[src/srca_pkg.sv]
// shared types and constants for the sprite rectangle clip address block
package srca_pkg;

    localparam int unsigned CfgIdxW = 3;
    localparam int unsigned CfgDataW = 16;

    // register indexes on the configuration port
    localparam logic [CfgIdxW-1:0] REG_CLIP_LEFT   = 3'd0;
    localparam logic [CfgIdxW-1:0] REG_CLIP_TOP    = 3'd1;
    localparam logic [CfgIdxW-1:0] REG_CLIP_RIGHT  = 3'd2;
    localparam logic [CfgIdxW-1:0] REG_CLIP_BOTTOM = 3'd3;
    localparam logic [CfgIdxW-1:0] REG_SRC_WIDTH   = 3'd4;
    localparam logic [CfgIdxW-1:0] REG_SRC_HEIGHT  = 3'd5;
    localparam logic [CfgIdxW-1:0] REG_SRC_STRIDE  = 3'd6;
    localparam logic [CfgIdxW-1:0] REG_SRC_OFFSET  = 3'd7;

    // reset values
    localparam logic [6:0] RST_CLIP_RIGHT  = 7'd80;
    localparam logic [8:0] RST_CLIP_BOTTOM = 9'd400;

    typedef struct packed {
        logic [6:0]  clip_left;
        logic [8:0]  clip_top;
        logic [6:0]  clip_right;
        logic [8:0]  clip_bottom;
        logic [6:0]  src_width;
        logic [8:0]  src_height;
        logic [15:0] src_stride;
        logic [15:0] src_offset;
    } t_cfg;

    typedef struct packed {
        logic [15:0] pos_x;
        logic [15:0] pos_y;
        logic        no_clip;
    } t_item;

    typedef struct packed {
        logic        visible;
        logic [15:0] vram_offset;
        logic [15:0] source_start;
        logic [8:0]  rows_out;
        logic [6:0]  bytes_out;
    } t_result;

endpackage

[src/srca_cfg_regs.sv]
// configuration register file for the clip rectangle and sprite geometry
module srca_cfg_regs (
    input  logic                               i_clk,
    input  logic                               i_rst_n,
    input  logic                               i_cfg_we,
    input  logic [srca_pkg::CfgIdxW-1:0]       i_cfg_index,
    input  logic [srca_pkg::CfgDataW-1:0]      i_cfg_data,
    output srca_pkg::t_cfg                     o_cfg
);
    import srca_pkg::*;

    t_cfg r_cfg;

    always_ff @(posedge i_clk) begin
        if (!i_rst_n) begin
            r_cfg.clip_left   <= '0;
            r_cfg.clip_top    <= '0;
            r_cfg.clip_right  <= RST_CLIP_RIGHT;
            r_cfg.clip_bottom <= RST_CLIP_BOTTOM;
            r_cfg.src_width   <= '0;
            r_cfg.src_height  <= '0;
            r_cfg.src_stride  <= '0;
            r_cfg.src_offset  <= '0;
        end else if (i_cfg_we) begin
            unique case (i_cfg_index)
                REG_CLIP_LEFT:   r_cfg.clip_left   <= i_cfg_data[6:0];
                REG_CLIP_TOP:    r_cfg.clip_top    <= i_cfg_data[8:0];
                REG_CLIP_RIGHT:  r_cfg.clip_right  <= i_cfg_data[6:0];
                REG_CLIP_BOTTOM: r_cfg.clip_bottom <= i_cfg_data[8:0];
                REG_SRC_WIDTH:   r_cfg.src_width   <= i_cfg_data[6:0];
                REG_SRC_HEIGHT:  r_cfg.src_height  <= i_cfg_data[8:0];
                REG_SRC_STRIDE:  r_cfg.src_stride  <= i_cfg_data;
                REG_SRC_OFFSET:  r_cfg.src_offset  <= i_cfg_data;
                default: ;
            endcase
        end
    end

    assign o_cfg = r_cfg;

endmodule

[src/srca_clip.sv]
// clipping and address arithmetic for one sprite word
module srca_clip #(
    parameter int unsigned ROW_BYTES = 80
) (
    input  srca_pkg::t_cfg    i_cfg,
    input  srca_pkg::t_item   i_item,
    output srca_pkg::t_result o_res
);
    import srca_pkg::*;

    localparam logic [15:0] RowBytesW = 16'(ROW_BYTES);

    logic [15:0] x, y, cl, ct, cr, cb, sw, sh;
    logic        nc;
    logic        y_above, x_left;
    logic [15:0] dy, dx, ry, rx;
    logic [15:0] rows_top, bytes_left;
    logic [15:0] rows_v, bytes_v;
    logic        inv_v, inv_h;
    logic [15:0] skip_prod;
    logic [15:0] so_v, so_h;
    logic [15:0] row_sel, col_sel;
    logic [15:0] row_prod;
    logic [15:0] vo;
    logic        vis;

    assign x  = i_item.pos_x;
    assign y  = i_item.pos_y;
    assign nc = i_item.no_clip;
    assign cl = {9'd0, i_cfg.clip_left};
    assign ct = {7'd0, i_cfg.clip_top};
    assign cr = {9'd0, i_cfg.clip_right};
    assign cb = {7'd0, i_cfg.clip_bottom};
    assign sw = {9'd0, i_cfg.src_width};
    assign sh = {7'd0, i_cfg.src_height};

    // vertical edge: top only when above, else bottom only
    assign y_above  = $signed(y) < $signed(ct);
    assign dy       = y - ct;
    assign rows_top = sh + dy;
    assign ry       = cb - y;
    // only the low 16 bits of the skipped-row product are kept
    assign skip_prod = (16'd0 - dy) * i_cfg.src_stride;

    always_comb begin
        if (y_above) begin
            inv_v  = $signed(rows_top) <= 16'sd0;
            rows_v = rows_top;
            so_v   = i_cfg.src_offset + skip_prod;
        end else if ($signed(ry) < $signed(sh)) begin
            inv_v  = $signed(ry) <= 16'sd0;
            rows_v = ry;
            so_v   = i_cfg.src_offset;
        end else begin
            inv_v  = 1'b0;
            rows_v = sh;
            so_v   = i_cfg.src_offset;
        end
    end

    // horizontal edge, same ordering
    assign x_left     = $signed(x) < $signed(cl);
    assign dx         = x - cl;
    assign bytes_left = sw + dx;
    assign rx         = cr - x;

    always_comb begin
        if (x_left) begin
            inv_h   = $signed(bytes_left) <= 16'sd0;
            bytes_v = bytes_left;
            so_h    = so_v - dx;
        end else if ($signed(rx) < $signed(sw)) begin
            inv_h   = $signed(rx) <= 16'sd0;
            bytes_v = rx;
            so_h    = so_v;
        end else begin
            inv_h   = 1'b0;
            bytes_v = sw;
            so_h    = so_v;
        end
    end

    assign row_sel  = (!nc && y_above) ? ct : y;
    assign col_sel  = (!nc && x_left) ? cl : x;
    assign row_prod = row_sel * RowBytesW;
    assign vo       = row_prod + col_sel;
    assign vis      = nc || !(inv_v || inv_h);

    always_comb begin
        o_res = '0;
        if (nc) begin
            o_res.visible      = 1'b1;
            o_res.vram_offset  = vo;
            o_res.source_start = i_cfg.src_offset;
            o_res.rows_out     = i_cfg.src_height;
            o_res.bytes_out    = i_cfg.src_width;
        end else if (vis) begin
            o_res.visible      = 1'b1;
            o_res.vram_offset  = vo;
            o_res.source_start = so_h;
            o_res.rows_out     = rows_v[8:0];
            o_res.bytes_out    = bytes_v[6:0];
        end
    end

endmodule

[src/sprite_rect_clip_address.sv]
// top level of the sprite rectangle clip and vram address setup block
// flow: a word accepted into the input register passes through the clip logic into the result
// register, which drives o_m_tvalid, and the word leaves when the sink raises i_m_tready
// throughput: one word per cycle while the sink keeps i_m_tready high, set by the single clip
// stage between the input register and the result register
// reset: synchronous, active low; empties both stages and loads the clip window
// to the full 80 by 400 screen with all sprite geometry zero
module sprite_rect_clip_address #(
    parameter int unsigned ROW_BYTES = 80
) (
    input  logic                          i_clk,
    input  logic                          i_rst_n,
    // input stream
    input  logic                          i_s_tvalid,
    output logic                          o_s_tready,
    input  logic [31:0]                   i_s_tdata,   // pos_x [15:0], pos_y [31:16]
    input  logic                          i_s_tuser,   // no_clip
    // result stream
    output logic                          o_m_tvalid,
    input  logic                          i_m_tready,
    // vram_offset [15:0], source_start [31:16], rows_out [40:32], bytes_out [47:41]
    output logic [47:0]                   o_m_tdata,
    output logic                          o_m_tuser,   // visible
    // configuration writes
    input  logic                          i_cfg_we,
    input  logic [srca_pkg::CfgIdxW-1:0]  i_cfg_index,
    input  logic [srca_pkg::CfgDataW-1:0] i_cfg_data
);
    import srca_pkg::*;

    t_cfg    cfg;
    t_item   r_item;
    t_result clip_res;
    t_result r_res;
    logic    r_item_valid;
    logic    r_res_valid;
    logic    res_ready;
    logic    s_ready;

    srca_cfg_regs u_cfg_regs (
        .i_clk       (i_clk),
        .i_rst_n     (i_rst_n),
        .i_cfg_we    (i_cfg_we),
        .i_cfg_index (i_cfg_index),
        .i_cfg_data  (i_cfg_data),
        .o_cfg       (cfg)
    );

    // result register frees when empty or when the sink takes the word
    assign res_ready = !r_res_valid || i_m_tready;
    // input register frees when empty or when its word moves on
    assign s_ready   = !r_item_valid || res_ready;
    assign o_s_tready = s_ready;

    // input register
    always_ff @(posedge i_clk) begin
        if (!i_rst_n) begin
            r_item_valid <= 1'b0;
        end else if (s_ready) begin
            r_item_valid <= i_s_tvalid;
        end
    end

    always_ff @(posedge i_clk) begin
        if (s_ready && i_s_tvalid) begin
            r_item.pos_x   <= i_s_tdata[15:0];
            r_item.pos_y   <= i_s_tdata[31:16];
            r_item.no_clip <= i_s_tuser;
        end
    end

    // clip and address arithmetic, one pass
    srca_clip #(
        .ROW_BYTES (ROW_BYTES)
    ) u_clip (
        .i_cfg  (cfg),
        .i_item (r_item),
        .o_res  (clip_res)
    );

    // result register
    always_ff @(posedge i_clk) begin
        if (!i_rst_n) begin
            r_res_valid <= 1'b0;
        end else if (res_ready) begin
            r_res_valid <= r_item_valid;
        end
    end

    always_ff @(posedge i_clk) begin
        if (res_ready && r_item_valid) begin
            r_res <= clip_res;
        end
    end

    assign o_m_tvalid = r_res_valid;
    assign o_m_tdata  = {r_res.bytes_out, r_res.rows_out, r_res.source_start,
                         r_res.vram_offset};
    assign o_m_tuser  = r_res.visible;

`ifndef SYNTHESIS
    // a clipped-away sprite carries all-zero fields
    a_invisible_zero: assert property (@(posedge i_clk) disable iff (!i_rst_n)
        (r_res_valid && !r_res.visible) |-> (o_m_tdata == 48'd0))
        else $error("invisible result with non-zero fields");

    // back-pressure at the input only with both the input and the result register full
    a_stall_full: assert property (@(posedge i_clk) disable iff (!i_rst_n)
        !s_ready |-> (r_item_valid && r_res_valid))
        else $error("input stalled with a free stage");

    // an accepted word occupies the input register next cycle
    a_accept_lands: assert property (@(posedge i_clk) disable iff (!i_rst_n)
        (i_s_tvalid && s_ready) |=> r_item_valid)
        else $error("accepted word lost");

    // a word that moves on occupies the result register next cycle
    a_advance_lands: assert property (@(posedge i_clk) disable iff (!i_rst_n)
        (r_item_valid && res_ready) |=> r_res_valid)
        else $error("clipped word lost");
`endif

endmodule
[config.mk]
export PLATFORM = sky130hd
export DESIGN_NAME = sprite_rect_clip_address
export DESIGN_NICKNAME = d
export VERILOG_FILES = /design/src/srca_pkg.sv /design/src/srca_cfg_regs.sv /design/src/srca_clip.sv /design/src/sprite_rect_clip_address.sv
export SDC_FILE = /design/constraint.sdc
export NUM_CORES = 1
export LEC_CHECK = 0
export ABC_AREA = 1
export BUFFER_PORTS_ARGS = -buffer_cell sky130_fd_sc_hd__buf_2
export CELL_PAD_IN_SITES_DETAIL_PLACEMENT = 1
export CELL_PAD_IN_SITES_GLOBAL_PLACEMENT = 1
export CORE_UTILIZATION = 25
export DETAILED_ROUTE_END_ITERATION = 6
export GPL_TIMING_DRIVEN = 0
export PLACE_DENSITY_LB_ADDON = 0.3
export SETUP_SLACK_MARGIN = 0.5
export SLEW_MARGIN = 20
export SYNTH_ARGS = -nofsm -noshare
export SYNTH_HDL_FRONTEND = slang
export SYNTH_SLANG_ARGS = --single-unit
[constraint.sdc]
create_clock -name i_clk -period 25.3 [get_ports i_clk]
set_input_delay 2.53 -clock i_clk [delete_from_list [all_inputs] [get_ports i_clk]]
set_output_delay 2.53 -clock i_clk [all_outputs]
set_load 0.05 [all_outputs]
After elaboration in Yosys (flattened, before gate mapping)

Index checks and enable logic that the tools add are counted.

Register bits after elaboration: 164
Bits in latches: 0
Bits in writable memories: 0
ROM bits: 0
Input port bits: 57
Word-level logic and storage cells: 80
Memories: 0

Add/subtract/negate cells: 10
Multipliers: 2
Divide/modulo/power cells: 0
$lt $le $gt $ge: 8
Eq/ne operators: 7
Shift operators: 0
Multiplexer cells: 14
Bitwise operators: 0
Reduce and logical (&&, ||, !) cells: 21

Operators with widths:

| cell                  | number |
|---|---|
| $le 16x1->1 const B   | 4 |
| $mux 16               | 4 |
| $mux 49               | 1 |
| $mux 48               | 1 |
| $add 16x16->16        | 2 |
| $lt 16x10->1          | 2 |
| $lt 16x8->1           | 2 |
| $mux 9                | 2 |
| $add 7x16->16         | 1 |
| $add 9x16->16         | 1 |
| $mul 16x16->16        | 1 |
| $mul 16x3->12 const B | 1 |
| $reduce_and 2->1      | 8 |
| $sub 1x16->16 const A | 1 |
| $sub 16x16->16        | 1 |
| $sub 16x7->16         | 1 |
| $sub 16x9->16         | 1 |
| $sub 7x16->16         | 1 |
| $sub 9x16->16         | 1 |
| $mux 7                | 2 |
| $eq 3x3->1 const B    | 4 |
| $eq 3x2->1 const B    | 2 |
| $logic_and 1x1->1     | 4 |
| $logic_not 1->1       | 4 |
| 4 further kinds       | 10 |

Longest topological paths before layout

Depth after elaboration: 9
Depth in mapped cells: 49

Cells and area by module

From an unflattened synthesis, not the netlist that was laid out.

Cells, all modules: 2445
Area, all modules: 17205.3 um^2

Modules (own cells, without submodules):

| module                   | times used | cells an instance | area an instance (um^2) |
|---|---|---|---|
| srca_clip                | 1          | 1890              | 11493.5 |
| srca_cfg_regs            | 1          | 460               | 3154.3 |
| sprite_rect_clip_address | 1          | 95                | 2557.5 |

Worst setup path before layout

No wires, ideal clock.

Path type: flip-flop to flip-flop
Start point: reg r_item[1] in the netlist's numbering
End point: reg r_res (netlist bit o_m_tdata[31]) (data pin)
Arrival: 7768 ps
Required time: 25047 ps
Slack: 17279 ps
Cell stages (with the launch flop): 48
Buffers on the path: 0
Path through: edfxtp_1 -> inv_1 -> ha_1 -> inv_1 -> fa_1 -> inv_1 -> ha_1 -> nand3_1 -> inv_1 -> nand3_2 -> nor2_4 -> nand2_2 -> nor2_2 -> nand2_1 -> nand2_1 -> nor2_1 -> fa_1 -> inv_1 -> [12 not listed] -> a21oi_1 -> or2_2 -> xor2_1 -> o21ai_0 -> ha_1 -> nand2_1 -> nor2_1 -> a211oi_1 -> nand2_1 -> nand2_1 -> nand2_1 -> a21oi_1 -> nand2_1 -> o21a_1 -> inv_1 -> nand3_1 -> nand3_1 -> nand2_1

RTL lines:

| item                 | RTL line                       | text |
|---|---|---|
| from (decl)          | sprite_rect_clip_address.sv:32 | `t_item r_item;` |
| to (signal assigned) | sprite_rect_clip_address.sv:92 | `r_res <= clip_res;` |
| to (decl)            | sprite_rect_clip_address.sv:34 | `t_result r_res;` |

==> results.yml <==
yosys:
  syn_area_per_cell_sq_um: 7.23
  ys_seq_area_frac: 0.242
  ys_dominant_reg_cell: "edfxtp_1"
  yosys_warnings: 0
  synthArstFlopShare: 0
  synth.distinct_cells: 52
  syn_area_sq_mm: 0.0169
  synth_edf_count: 82
  syn_nets: 2661
  synthCells: 2343
  ys_ff_latch: 164
cts:
  numCtsBuffers: 17
  path_clk_slew_ns: 0.08
  cts-root-buf: "clkbuf_16"
  clockBufferDepth: 2
  cts_tree: "done"
  postCtsSetupBuffers: 0
  cts_resized: 0
  ctsHoldBuffers: 0
  cts.htree.levels: 4
  clock_latency_ns: 0.49
  cts_num_sinks: 164
layout:
  syn2layout_area_growth_pct: 13.5
  drive_gt1_frac: 0.0886
  final_common_cell: "nand2_1"
  layout_common_cells: "475 x nand2_1, 464 x inv_1, 213 x nor2_1, 163 x o21ai_0, 158 x ha_1"
  final_nets: 2788
  multi_input_area_sq_mm: 0.0108
  fillers: 8368
  regArea_sq_mm: 0.00410
pwr:
  p_int_mw: 0.564
  power_frac_seq: 0.314
  p_sw_mw: 0.406
  switching_share: 0.419
  pwr-share-comb: 0.400
  power-per-cell-area_mw_per_mm2: 50.5
  p_clk_frac: 0.286
  p_leak_nw: 9.14
  ir_drop_mv: 0.0515
floorplanning:
  core-area_sq_mm: 0.0670
  ios: 108
  rows: 95
  dieArea_sq_mm: 0.0688
  die_x_um: 262
  dieHeight_um: 262
  start_util: 0.253
grt:
  grt_use_met1: 0.237
  track_usage: 0.180
  grt_start_max_net_pins: 34
  antenna_found_initial: 8
  gr-total-overflow: 0
  gr-usage-met2: 0.300
  grt_pass1_vias: 16700
  grt_util_met3: 0.0238
  grt_pass1_wl_mm: 94.7
  top_usage_layer: "met2"
critical_path:
  r2r_slack_ns: 15.44
  r2r-start: "r_item[1]"
  crit_top_cell: "nand2_1"
  path_class: "flip-flop to flip-flop"
  cp_max_fo: 10
  reg2reg_to: "o_m_tdata[31]"
  worstRegToRegCells: 42
  required_ns: 25.51
  arrival_ns: 10.06
  critPathLaunchType: "flip-flop"
  critPathSlowestCell: "fa_1"
  endpoint_kind: "flip-flop"
  max_stage_delay_ns: 0.55
hold_path:
  holdPathStages: 2
  hold_start: "u_cfg_regs.o_cfg[57]"
  min_path_type: "flip-flop to flip-flop"
  hold_end: "u_cfg_regs.o_cfg[57]"
sta:
  worst_pin_slew_ns: 0.912
  period_share: 0.390
  timing.final.hold_violations: 0
  holdWs_ns: 0.471
  fmax_mhz: 101
  fin_crit_ns: 9.86
  relSlewSlack: 0.392
  fin_skew_ns: 0.0188
  setup_viol: 0
  rsz0062_at_grt: "no"
  finalMaxSlewViolations: 0
  fin_setup_tns_ns: 0
detailed_routing:
  routedWlPerCell_um: 18.2
  drt-total-wl_mm: 61.1
  ant_nets: 0
  drc: 0
  drt_iter0_drc: 772
  vias: 15700
  vias_per_cell: 4.67
  firstDrtPassIters: 5
run_status:
  status: "complete, no violations"
place:
  dp_hpwl_mm: 51.6
  place_congestion: 0.861
  io_buffers: 106
job:
  maxCapViolations: 0
## state kept, by name, summed over array words and instances (netlist names)
name	flops
o_m_tdata	48
u_cfg_regs.o_cfg	80
o_m_tvalid	1
o_m_tuser	1
r_item	33
r_item_valid	1
## power groups by stage
stage	Sequential [mW]	Clock [mW]	Combinational (mW)
2_1_floorplan	0.328	0	0.252
3_3_place_gp	0.311	0	0.379
3_5_place_dp	0.311	0	0.391
4_1_cts	0.305	0.285	0.393
5_1_grt	0.306	0.292	0.439
6_report	0.304	0.278	0.388
## Yosys cell counts (2+ instances only)
library cell,n,share of area
o21a_1,2,0.00089
inv_2,12,0.0027
nor3_2,2,0.0012
nand4_1,26,0.0096
nor2_2,9,0.0033
or2_2,5,0.0018
buf_1,2,0.00044
nand2_2,19,0.0070
o211ai_1,8,0.0035
ha_1,158,0.12
a21o_1,2,0.00089
nor3_1,21,0.0062
nand3b_1,7,0.0031
a31oi_1,3,0.0011
buf_6,5,0.0033
dfxtp_1,82,0.097
clkinv_1,2,0.00044
inv_1,465,0.10
nor4_1,5,0.0018
clkbuf_1,42,0.0093
o21ai_1,35,0.010
and3_1,2,0.00074
edfxtp_1,82,0.15
a211oi_2,2,0.0015
o21ai_0,163,0.048
nor2_4,4,0.0027
fa_1,103,0.12
a21oi_1,148,0.044
nand3_1,113,0.033
nand2_1,475,0.11
xnor2_1,23,0.012
nand3_2,8,0.0047
a211oi_1,5,0.0022
o21bai_1,9,0.0040
nor2_1,213,0.047
xor2_2,2,0.0019
buf_2,5,0.0015
xor2_1,58,0.030
o21ai_2,2,0.0010
o31ai_1,2,0.00089
## worst max path at each step
| stage | from | to | slack, ns | cells after the start |
|---|---|---|---|---|
| floorplan | r_item[1] | o_m_tdata[31] | 17.28 | 47 |
| global placement | r_item[1] | o_m_tdata[31] | 15.45 | 42 |
| detailed placement | r_item[1] | o_m_tdata[31] | 15.40 | 46 |
| finish | r_item[1] | o_m_tdata[31] | 15.44 | 42 |
| CTS | r_item[1] | o_m_tdata[31] | 15.36 | 46 |
| global route | r_item[1] | o_m_tdata[31] | 14.80 | 46 |
## worst max-delay path, delay by kind of cell, from the launching register on
| family | cells | cell delay, ns |
|---|---|---|
| xor+xnor | 1 | 0.17 |
| flops | 1 | 0.47 |
| simple gates | 14 | 1.52 |
| compound gates | 6 | 1.41 |
| buf+inv | 10 | 1.38 |
| fa+ha+maj | 11 | 4.57 |
## cell families after synthesis
kind of cell / share of synthesized area
DFF: 0.242
and+or+nand+nor: 0.231
AOI/OAI and AO/OA: 0.121
buffers and inverters: 0.121
muxes: 0.000591
xor gates and xnor gates: 0.0455
adders and majority gates: 0.239
## through the flow
| stage | worst slack (ns) | power, mW | cell area, sq um | instances | util |
|---|---|---|---|---|---|
| global route | 14.80 | 1.04 | 19200 | 3357 | 0.287 |
| finish | 15.44 | 0.970 | 19200 | 3358 | 0.287 |
| floorplan | 17.28 | 0.580 | 16900 | 2343 | - |
| detailed placement | 15.40 | 0.701 | 18600 | 3324 | 0.278 |
| global placement | 15.45 | 0.690 | 18600 | 3322 | 0.277 |
| CTS | 15.36 | 0.983 | 19200 | 3356 | 0.287 |
## cell type report
| type | count | share of cell area |
|---|---|---|
| antenna | 2 | 0.000260 |
| buffer | 54 | 0.0128 |
| clock buffer | 19 | 0.0236 |
| clock inverter | 13 | 0.00716 |
| inverter | 479 | 0.0936 |
| multi-input combinational | 1646 | 0.562 |
| sequential | 164 | 0.214 |
| tap | 873 | 0.0568 |
| timing repair buffer | 108 | 0.0305 |
## routing by layer
metal  vias to the layer above  wire (um)
met5                         -         11
met4                         2       1610
met3                        70       2490
met2                       271      28500
met1                      7658      28500
li1                       7678          -
No activity file was read; power rests on OpenSTA's default activity.
